**src/hw/rtl/assert_macros.svh**
```systemverilog
// Assertion macros for the RTL of the positional list engine.
// No dependencies; take in with a plain include.
`ifndef ASSERT_MACROS_SVH
`define ASSERT_MACROS_SVH

// Same-cycle implication, sampled on the rising clock edge.
`define ASSERT_IMPLY(label, clk, rst, ante, cons) \
   label: assert property (@(posedge clk) disable iff (rst) (ante) |-> (cons)) \
      else $error("assertion failed: same-cycle implication");

// Next-cycle implication, sampled on the rising clock edge.
`define ASSERT_NEXT(label, clk, rst, ante, cons) \
   label: assert property (@(posedge clk) disable iff (rst) (ante) |=> (cons)) \
      else $error("assertion failed: next-cycle implication");

`endif

```
**src/hw/rtl/ple_pkg.sv**
```systemverilog
// Types and constants for the positional list engine.
// No dependencies; used by positional_list_engine.
package ple_pkg;

   localparam int CAPACITY = 16;
   localparam int ELEM_W   = 32;
   localparam int IDX_W    = $clog2(CAPACITY);
   localparam int CNT_W    = $clog2(CAPACITY + 1);

   localparam int ACT_W    = 3;
   localparam int POS_W    = 5;
   localparam int POSB_W   = 4;
   localparam int VALUE_W  = 32;
   localparam int STAT_W   = 2;

   typedef enum logic [ACT_W-1:0] {
      ACT_INSERT  = 3'd0,
      ACT_REMOVE  = 3'd1,
      ACT_GET     = 3'd2,
      ACT_SET     = 3'd3,
      ACT_SWAP    = 3'd4,
      ACT_REVERSE = 3'd5
   } action_type;

   typedef enum logic [STAT_W-1:0] {
      STAT_OK    = 2'd0,
      STAT_FULL  = 2'd1,
      STAT_RANGE = 2'd2
   } status_type;

   typedef enum logic [2:0] {
      ST_IDLE,
      ST_GET,
      ST_SHIFT_UP,
      ST_INSERT_LAST,
      ST_SHIFT_DOWN,
      ST_PAIR_A,
      ST_PAIR_B,
      ST_PAIR_C
   } state_type;

endpackage

```
**src/hw/rtl/positional_list_engine.sv**
```systemverilog
// Positional list engine: bounded ordered list held in one element memory.
// Depends on ple_pkg and assert_macros.svh.
//
//   channel   | handshake           | payload
//   ----------+---------------------+-------------------------------------------
//   request   | start / busy        | req_action, req_position, req_position_b,
//             |                     | req_value
//   response  | rsp_strobe (1 cyc)  | rsp_read_value, rsp_element_count,
//             |                     | rsp_status
//
// Errors, set, append, remove of the last element, swap of an index with
// itself, short reverse and unused codes finish in the accept cycle; get
// adds ST_GET. Insert runs ST_SHIFT_UP then ST_INSERT_LAST, remove runs
// ST_SHIFT_DOWN, swap and reverse run ST_PAIR_A then ST_PAIR_B/ST_PAIR_C per
// pair. The element memory has a single read port: one element moves per cycle.
// The response shows in the cycle after its final state; busy drops then.
// Reset clears the count and control; the element memory is not cleared.
// The receiver cannot stall; each response is taken in its strobe cycle.
`include "assert_macros.svh"

module positional_list_engine
   import ple_pkg::*;
(
   input  logic               clock,
   input  logic               reset,
   input  logic               start,
   output logic               busy,
   input  logic [ACT_W-1:0]   req_action,
   input  logic [POS_W-1:0]   req_position,
   input  logic [POSB_W-1:0]  req_position_b,
   input  logic [VALUE_W-1:0] req_value,
   output logic               rsp_strobe,
   output logic [VALUE_W-1:0] rsp_read_value,
   output logic [POS_W-1:0]   rsp_element_count,
   output logic [STAT_W-1:0]  rsp_status
);

   localparam int CMP_W = (POS_W > CNT_W) ? POS_W : CNT_W;

   // element memory
   logic [ELEM_W-1:0] mem [CAPACITY];
   logic [ELEM_W-1:0] rd_data_ff;
   logic              rd_en;
   logic [IDX_W-1:0]  rd_addr;
   logic              wr_en;
   logic [IDX_W-1:0]  wr_addr;
   logic [ELEM_W-1:0] wr_data;

   state_type         state_ff, state_in;
   logic [CNT_W-1:0]  count_ff, count_in;
   logic [IDX_W-1:0]  lo_ff, lo_in;
   logic [IDX_W-1:0]  hi_ff, hi_in;
   logic [ELEM_W-1:0] hold_ff, hold_in;
   logic              rev_ff, rev_in;

   logic               rsp_strobe_ff;
   logic [VALUE_W-1:0] rsp_read_value_ff;
   logic [CNT_W-1:0]   rsp_count_ff;
   status_type         rsp_status_ff;

   logic              accept;
   logic              finish;
   status_type        fin_status;
   logic [ELEM_W-1:0] fin_value;

   // request decode
   action_type        act;
   logic [CMP_W-1:0]  pos_x, posb_x, cnt_x;
   logic [IDX_W-1:0]  pos_idx;
   state_type         dec_next;
   status_type        dec_status;
   logic [CNT_W-1:0]  dec_count;
   logic              dec_rd, dec_wr, dec_rev;
   logic [IDX_W-1:0]  dec_rd_addr, dec_lo, dec_hi;

   logic              more_up, more_dn, pair_more;

   assign busy   = (state_ff != ST_IDLE);
   assign accept = start && !busy;

   assign more_up   = (IDX_W'(hi_ff - IDX_W'(1)) > lo_ff);
   assign more_dn   = ((CNT_W'(lo_ff) + CNT_W'(2)) < count_ff);
   assign pair_more = rev_ff && ((CNT_W'(lo_ff) + CNT_W'(2)) < CNT_W'(hi_ff));

   always_comb begin
      act         = action_type'(req_action);
      pos_x       = CMP_W'(req_position);
      posb_x      = CMP_W'(req_position_b);
      cnt_x       = CMP_W'(count_ff);
      pos_idx     = req_position[IDX_W-1:0];
      dec_next    = ST_IDLE;
      dec_status  = STAT_OK;
      dec_count   = count_ff;
      dec_rd      = 1'b0;
      dec_wr      = 1'b0;
      dec_rev     = 1'b0;
      dec_rd_addr = pos_idx;
      dec_lo      = pos_idx;
      dec_hi      = pos_idx;
      case (act)
         ACT_INSERT: begin
            if (count_ff == CNT_W'(CAPACITY)) begin
               dec_status = STAT_FULL;
            end else if (pos_x > cnt_x) begin
               dec_status = STAT_RANGE;
            end else if (pos_x == cnt_x) begin
               dec_wr    = 1'b1;
               dec_count = count_ff + CNT_W'(1);
            end else begin
               // move the tail up, starting from the last element
               dec_rd      = 1'b1;
               dec_rd_addr = IDX_W'(count_ff - CNT_W'(1));
               dec_hi      = IDX_W'(count_ff);
               dec_next    = ST_SHIFT_UP;
            end
         end
         ACT_REMOVE: begin
            if (pos_x >= cnt_x) begin
               dec_status = STAT_RANGE;
            end else if ((pos_x + CMP_W'(1)) == cnt_x) begin
               dec_count = count_ff - CNT_W'(1);
            end else begin
               dec_rd      = 1'b1;
               dec_rd_addr = pos_idx + IDX_W'(1);
               dec_next    = ST_SHIFT_DOWN;
            end
         end
         ACT_GET: begin
            if (pos_x >= cnt_x) begin
               dec_status = STAT_RANGE;
            end else begin
               dec_rd   = 1'b1;
               dec_next = ST_GET;
            end
         end
         ACT_SET: begin
            if (pos_x >= cnt_x) begin
               dec_status = STAT_RANGE;
            end else begin
               dec_wr = 1'b1;
            end
         end
         ACT_SWAP: begin
            if ((pos_x >= cnt_x) || (posb_x >= cnt_x)) begin
               dec_status = STAT_RANGE;
            end else if (pos_idx != IDX_W'(req_position_b)) begin
               dec_rd   = 1'b1;
               dec_hi   = IDX_W'(req_position_b);
               dec_next = ST_PAIR_A;
            end
         end
         ACT_REVERSE: begin
            if (cnt_x >= CMP_W'(2)) begin
               dec_rd      = 1'b1;
               dec_rd_addr = '0;
               dec_lo      = '0;
               dec_hi      = IDX_W'(count_ff - CNT_W'(1));
               dec_rev     = 1'b1;
               dec_next    = ST_PAIR_A;
            end
         end
         default: begin
            dec_status = STAT_OK;
         end
      endcase
   end

   // next state
   always_comb begin
      state_in = state_ff;
      case (state_ff)
         ST_IDLE:        state_in = accept ? dec_next : ST_IDLE;
         ST_GET:         state_in = ST_IDLE;
         ST_SHIFT_UP:    state_in = more_up ? ST_SHIFT_UP : ST_INSERT_LAST;
         ST_INSERT_LAST: state_in = ST_IDLE;
         ST_SHIFT_DOWN:  state_in = more_dn ? ST_SHIFT_DOWN : ST_IDLE;
         ST_PAIR_A:      state_in = ST_PAIR_B;
         ST_PAIR_B:      state_in = ST_PAIR_C;
         ST_PAIR_C:      state_in = pair_more ? ST_PAIR_B : ST_IDLE;
         default:        state_in = ST_IDLE;
      endcase
   end

   // memory control and datapath
   always_comb begin
      rd_en      = 1'b0;
      rd_addr    = lo_ff;
      wr_en      = 1'b0;
      wr_addr    = lo_ff;
      wr_data    = rd_data_ff;
      finish     = 1'b0;
      fin_status = STAT_OK;
      fin_value  = '0;
      count_in   = count_ff;
      lo_in      = lo_ff;
      hi_in      = hi_ff;
      hold_in    = hold_ff;
      rev_in     = rev_ff;
      case (state_ff)
         ST_IDLE: begin
            if (accept) begin
               rd_en   = dec_rd;
               rd_addr = dec_rd_addr;
               wr_en   = dec_wr;
               wr_addr = pos_idx;
               wr_data = ELEM_W'(req_value);
               lo_in   = dec_lo;
               hi_in   = dec_hi;
               rev_in  = dec_rev;
               hold_in = ELEM_W'(req_value);
               if (dec_next == ST_IDLE) begin
                  finish     = 1'b1;
                  fin_status = dec_status;
                  count_in   = dec_count;
               end
            end
         end
         ST_GET: begin
            finish    = 1'b1;
            fin_value = rd_data_ff;
         end
         ST_SHIFT_UP: begin
            // hi_ff is the destination of the element arriving now
            wr_en   = 1'b1;
            wr_addr = hi_ff;
            if (more_up) begin
               rd_en   = 1'b1;
               rd_addr = IDX_W'(hi_ff - IDX_W'(2));
               hi_in   = IDX_W'(hi_ff - IDX_W'(1));
            end
         end
         ST_INSERT_LAST: begin
            wr_en    = 1'b1;
            wr_addr  = lo_ff;
            wr_data  = hold_ff;
            finish   = 1'b1;
            count_in = count_ff + CNT_W'(1);
         end
         ST_SHIFT_DOWN: begin
            wr_en   = 1'b1;
            wr_addr = lo_ff;
            if (more_dn) begin
               rd_en   = 1'b1;
               rd_addr = lo_ff + IDX_W'(2);
               lo_in   = lo_ff + IDX_W'(1);
            end else begin
               finish   = 1'b1;
               count_in = count_ff - CNT_W'(1);
            end
         end
         ST_PAIR_A: begin
            // low element arrives; fetch the high one
            hold_in = rd_data_ff;
            rd_en   = 1'b1;
            rd_addr = hi_ff;
         end
         ST_PAIR_B: begin
            wr_en   = 1'b1;
            wr_addr = lo_ff;
            if (pair_more) begin
               rd_en   = 1'b1;
               rd_addr = lo_ff + IDX_W'(1);
            end
         end
         ST_PAIR_C: begin
            wr_en   = 1'b1;
            wr_addr = hi_ff;
            wr_data = hold_ff;
            if (pair_more) begin
               hold_in = rd_data_ff;
               rd_en   = 1'b1;
               rd_addr = hi_ff - IDX_W'(1);
               lo_in   = lo_ff + IDX_W'(1);
               hi_in   = hi_ff - IDX_W'(1);
            end else begin
               finish = 1'b1;
            end
         end
         default: begin
            finish = 1'b0;
         end
      endcase
   end

   always_ff @(posedge clock) begin
      if (wr_en) begin
         mem[wr_addr] <= wr_data;
      end
      if (rd_en) begin
         rd_data_ff <= mem[rd_addr];
      end
   end

   always_ff @(posedge clock) begin
      if (reset) begin
         state_ff      <= ST_IDLE;
         count_ff      <= '0;
         rsp_strobe_ff <= 1'b0;
      end else begin
         state_ff      <= state_in;
         count_ff      <= count_in;
         rsp_strobe_ff <= finish;
      end
   end

   always_ff @(posedge clock) begin
      lo_ff   <= lo_in;
      hi_ff   <= hi_in;
      hold_ff <= hold_in;
      rev_ff  <= rev_in;
      if (finish) begin
         rsp_read_value_ff <= VALUE_W'(fin_value);
         rsp_count_ff      <= count_in;
         rsp_status_ff     <= fin_status;
      end
   end

   assign rsp_strobe        = rsp_strobe_ff;
   assign rsp_read_value    = rsp_read_value_ff;
   assign rsp_element_count = POS_W'(rsp_count_ff);
   assign rsp_status        = rsp_status_ff;

   `ASSERT_IMPLY(a_count_bound, clock, reset, 1'b1, count_ff <= CNT_W'(CAPACITY))
   `ASSERT_NEXT(a_quick_response, clock, reset, accept && (dec_next == ST_IDLE), rsp_strobe_ff)
   `ASSERT_IMPLY(a_no_same_entry, clock, reset, busy && rd_en && wr_en, rd_addr != wr_addr)
   `ASSERT_IMPLY(a_full_only_at_cap, clock, reset, rsp_strobe_ff && (rsp_status_ff == STAT_FULL), rsp_count_ff == CNT_W'(CAPACITY))

endmodule
```
**config.mk**
```make
export PLATFORM = sky130hd
export DESIGN_NAME = positional_list_engine
export DESIGN_NICKNAME = d
export VERILOG_FILES = /design/src/hw/rtl/ple_pkg.sv /design/src/hw/rtl/positional_list_engine.sv
export VERILOG_INCLUDE_DIRS = /design/src /design/src/hw/rtl
export SDC_FILE = /design/constraint.sdc
export NUM_CORES = 1
export LEC_CHECK = 0
export BUFFER_PORTS_ARGS = -buffer_cell sky130_fd_sc_hd__buf_2
export CAP_MARGIN = 0
export CORE_ASPECT_RATIO = 1.75
export CORE_MARGIN = 5
export CORE_UTILIZATION = 45
export DETAILED_ROUTE_END_ITERATION = 12
export MAX_ROUTING_LAYER = met4
export PLACE_DENSITY = 0.63
export SKIP_LAST_GASP = 1
export SLEW_MARGIN = 20
export SYNTH_ARGS = -nofsm -noshare
export SYNTH_HDL_FRONTEND = slang
export SYNTH_SLANG_ARGS = --single-unit
```
**constraint.sdc**
```tcl
create_clock -name clock -period 6.03 [get_ports clock]
set_input_delay 0.603 -clock clock [delete_from_list [all_inputs] [get_ports clock]]
set_output_delay 0.603 -clock clock [all_outputs]
set_load 0.01 [all_outputs]
```
==> flow_summary.json <==
{
  "slew_violations": 0,
  "hold_buffers": 0,
  "rows": 120,
  "synth_edf_count": 624,
  "crit_path_start_kind": "flip-flop",
  "antenna_cells": 0,
  "fin_crit_ps": 5020,
  "async_flop_share_pct": 0,
  "antenna_found_initial": 0,
  "timing_worst_setup_path_type": "reg -> reg",
  "status": "finished clean",
  "die_area_sq_um": 66900,
  "insertion_delay_ps": 600,
  "syn_nets": 1981,
  "remaining_drc_errors": 0,
  "dr.pass1.iters": 5,
  "worst-path-max-fanout": 8,
  "synth_warnings": 0,
  "routed_via_density": 6.29,
  "final-hold-violation-count": 0,
  "ctsRootBufferMaster": "clkbuf_16",
  "clk_pin_slew_ps": 70,
  "grt_overflow": 0,
  "die-width_microns": 198,
  "num_io_pins": 88,
  "post_cts_resized": 0,
  "start_util_pct": 45.4,
  "seq_area_frac_synth_pct": 68.2,
  "hold_path.class": "in -> reg",
  "period_share_pct": 83.3,
  "grt_use_total_pct": 25.0,
  "nets": 2070,
  "final.setup.tns_ps": 0,
  "routed_wl_microns": 83200,
  "route.detailed.wl_per_inst_microns": 29.4,
  "power_mw": 12.5,
  "cts_tree": "built",
  "setup_viol": 0,
  "synth_area_leaders": "edfxtp_1 68%, mux2_2 3.7%, mux2i_1 3.6%, nand2_1 2.0%, a22oi_1 1.8%",
  "grt_pass1_wl_microns": 120000,
  "grt_max_degree": 70,
  "hold_start": "req_value[30]",
  "fillers": 5044,
  "area_delta_synth_final_pct": 13.2,
  "fp.coreArea_sq_um": 61100,
  "drive_above_1_share_pct": 18.9,
  "port_buffers": 87,
  "gp_congestion": 1.04,
  "synth_cell_types": 86,
  "ys_ff_latch": 633,
  "htree_levels": 2,
  "drv_cap": 0,
  "syn_area_sq_um": 27700,
  "postCtsSetupRepairBufs": 0,
  "cp-startpoint": "hi_ff[2]$_DFFE_PP_",
  "clk_path_buf_depth": 3,
  "cts_buffers": 55,
  "die_h_microns": 338,
  "vdd_drop_max_uv": 265,
  "powerDensity_nw_per_um2": 399,
  "end_kind": "flip-flop",
  "grt_pass1_vias": 18100,
  "maxClockFrequency_ghz": 0.199,
  "rsz0062_at_grt": "no",
  "arrival_ps": 5470,
  "cellLeakagePower_nw": 10.8,
  "synth_ff_type": "edfxtp_1",
  "synth_area_leader_cell": "edfxtp_1",
  "dp_hpwl_microns": 51500,
  "clock_sinks": 633,
  "ant_nets": 0,
  "synth_top_area_share_pct": 67.5,
  "first_iter_violations": 1766,
  "worstMarginPinSlew_ps": 1070,
  "crit_required_ps": 6480,
  "timing.rr.start": "hi_ff[2]$_DFFE_PP_",
  "avgSynthCellArea_sq_um": 14.6,
  "relSlewSlack_pct": 28.6,
  "vias": 17800,
  "whs_ps": 320,
  "final_common_cell": "edfxtp_1",
  "fin_skew_ps": 27.3,
  "layout_common_cells": "624 x edfxtp_1, 146 x nand2_1, 100 x mux2i_1",
  "synthCells": 1903
}
==> worst paths after layout <==
| path | depth (start not counted) | slack [ps] | endpoint |
|---|---|---|---|
| min reg2reg | 1 | 620 | hold_ff[5]$_DFFE_PP_ |
| max reg2reg | 15 | 1010 | rd_data_ff[23]$_DFFE_PP_ |
| max | 15 | 1010 | rd_data_ff[23]$_DFFE_PP_ |
| min | 2 | 320 | hold_ff[30]$_DFFE_PP_ |
==> worst max-delay path, cell delays in order (launching register included) <==
cell	delay (ps)
edfxtp_1	480
inv_1	160
ha_1	200
a21boi_0	240
xnor2_1	210
ha_1	320
and4b_1	220
a211oi_2	310
nor3_1	150
a221oi_1	300
nand4b_1	160
o41a_1	670
nor4b_4	910
buf_4	320
a22oi_1	110
nand4_1	90
==> kinds of logic after synthesis <==
logic type,share of synthesized area (%)
buffers and inverters,2.26
xor gates and xnor gates,0.713
muxes,8.80
DFF,68.2
and+or+nand+nor,7.90
adders and majority gates,1.40
AOI/OAI and AO/OA,10.7
==> layout make-up <==
cell class / count / area (sq um) / area share, %
tap: 793 / 992 / 3.16
clock buffer: 60 / 1440 / 4.58
sequential: 633 / 18900 / 60.2
timing repair buffer: 155 / 1130 / 3.61
inverter: 24 / 90.1 / 0.287
multi-input combinational: 1123 / 8430 / 26.9
clock inverter: 40 / 400 / 1.27
==> through the flow <==
step	utilization [%]	instance area (sq um)	cells	setup slack [ps]
after floorplan	-	27700	1903	1760
after global placement	48.4	29600	2728	1030
after detailed placement	48.4	29600	2728	1010
after CTS	51.4	31400	2828	957
after global routing	51.4	31400	2828	723
final	51.4	31400	2828	1010
==> synthesized netlist by cell type (7+ instances only) <==
cell,n
clkbuf_1,79
dfxtp_1,9
xor2_1,8
o22ai_1,7
o211ai_1,36
a21oi_1,73
a221o_1,34
mux2_2,90
nand4_1,33
a211o_1,8
nor4_1,8
and3_1,38
xnor2_1,12
nor2b_1,14
buf_2,30
o31ai_1,8
ha_1,31
mux2_1,38
o21a_1,7
nand2b_1,12
o21ai_0,60
edfxtp_1,624
nor2_1,59
mux2i_1,100
nor3_1,16
nand2_1,148
o22a_1,32
a22oi_1,67
inv_1,21
nand3_1,83
==> sequential cells by signal, summed over array words and instances, names as in the netlist <==
signal and count:
rsp_read_value 32, rsp_status 2, rd_data_ff 32, cnt_x 5, state_ff 3, rsp_strobe 1
lo_ff 4, hi_ff 4, rsp_element_count 5, mem 512, rev_ff 1, hold_ff 32
==> layer usage <==
layer	track usage [%]	up-vias	wire [microns]	part of all wire, %
met5	-	-	0	0
met4	12.6	0	5020	6.0
met3	3.49	257	5380	6.5
met2	43.9	824	44100	53
met1	27.4	9006	28700	34
li1	-	7693	-	-
==> report_power, final <==
| group | switching [mW] | leakage (nW) | internal [mW] |
|---|---|---|---|
| clock | 1.60 | 0.903 | 2.03 |
| sequential | 0.140 | 5.78 | 5.40 |
| combinational | 2.23 | 4.10 | 1.14 |
| total | 3.97 | 10.8 | 8.57 |
Note: power is estimated with default switching activity, not from simulation.
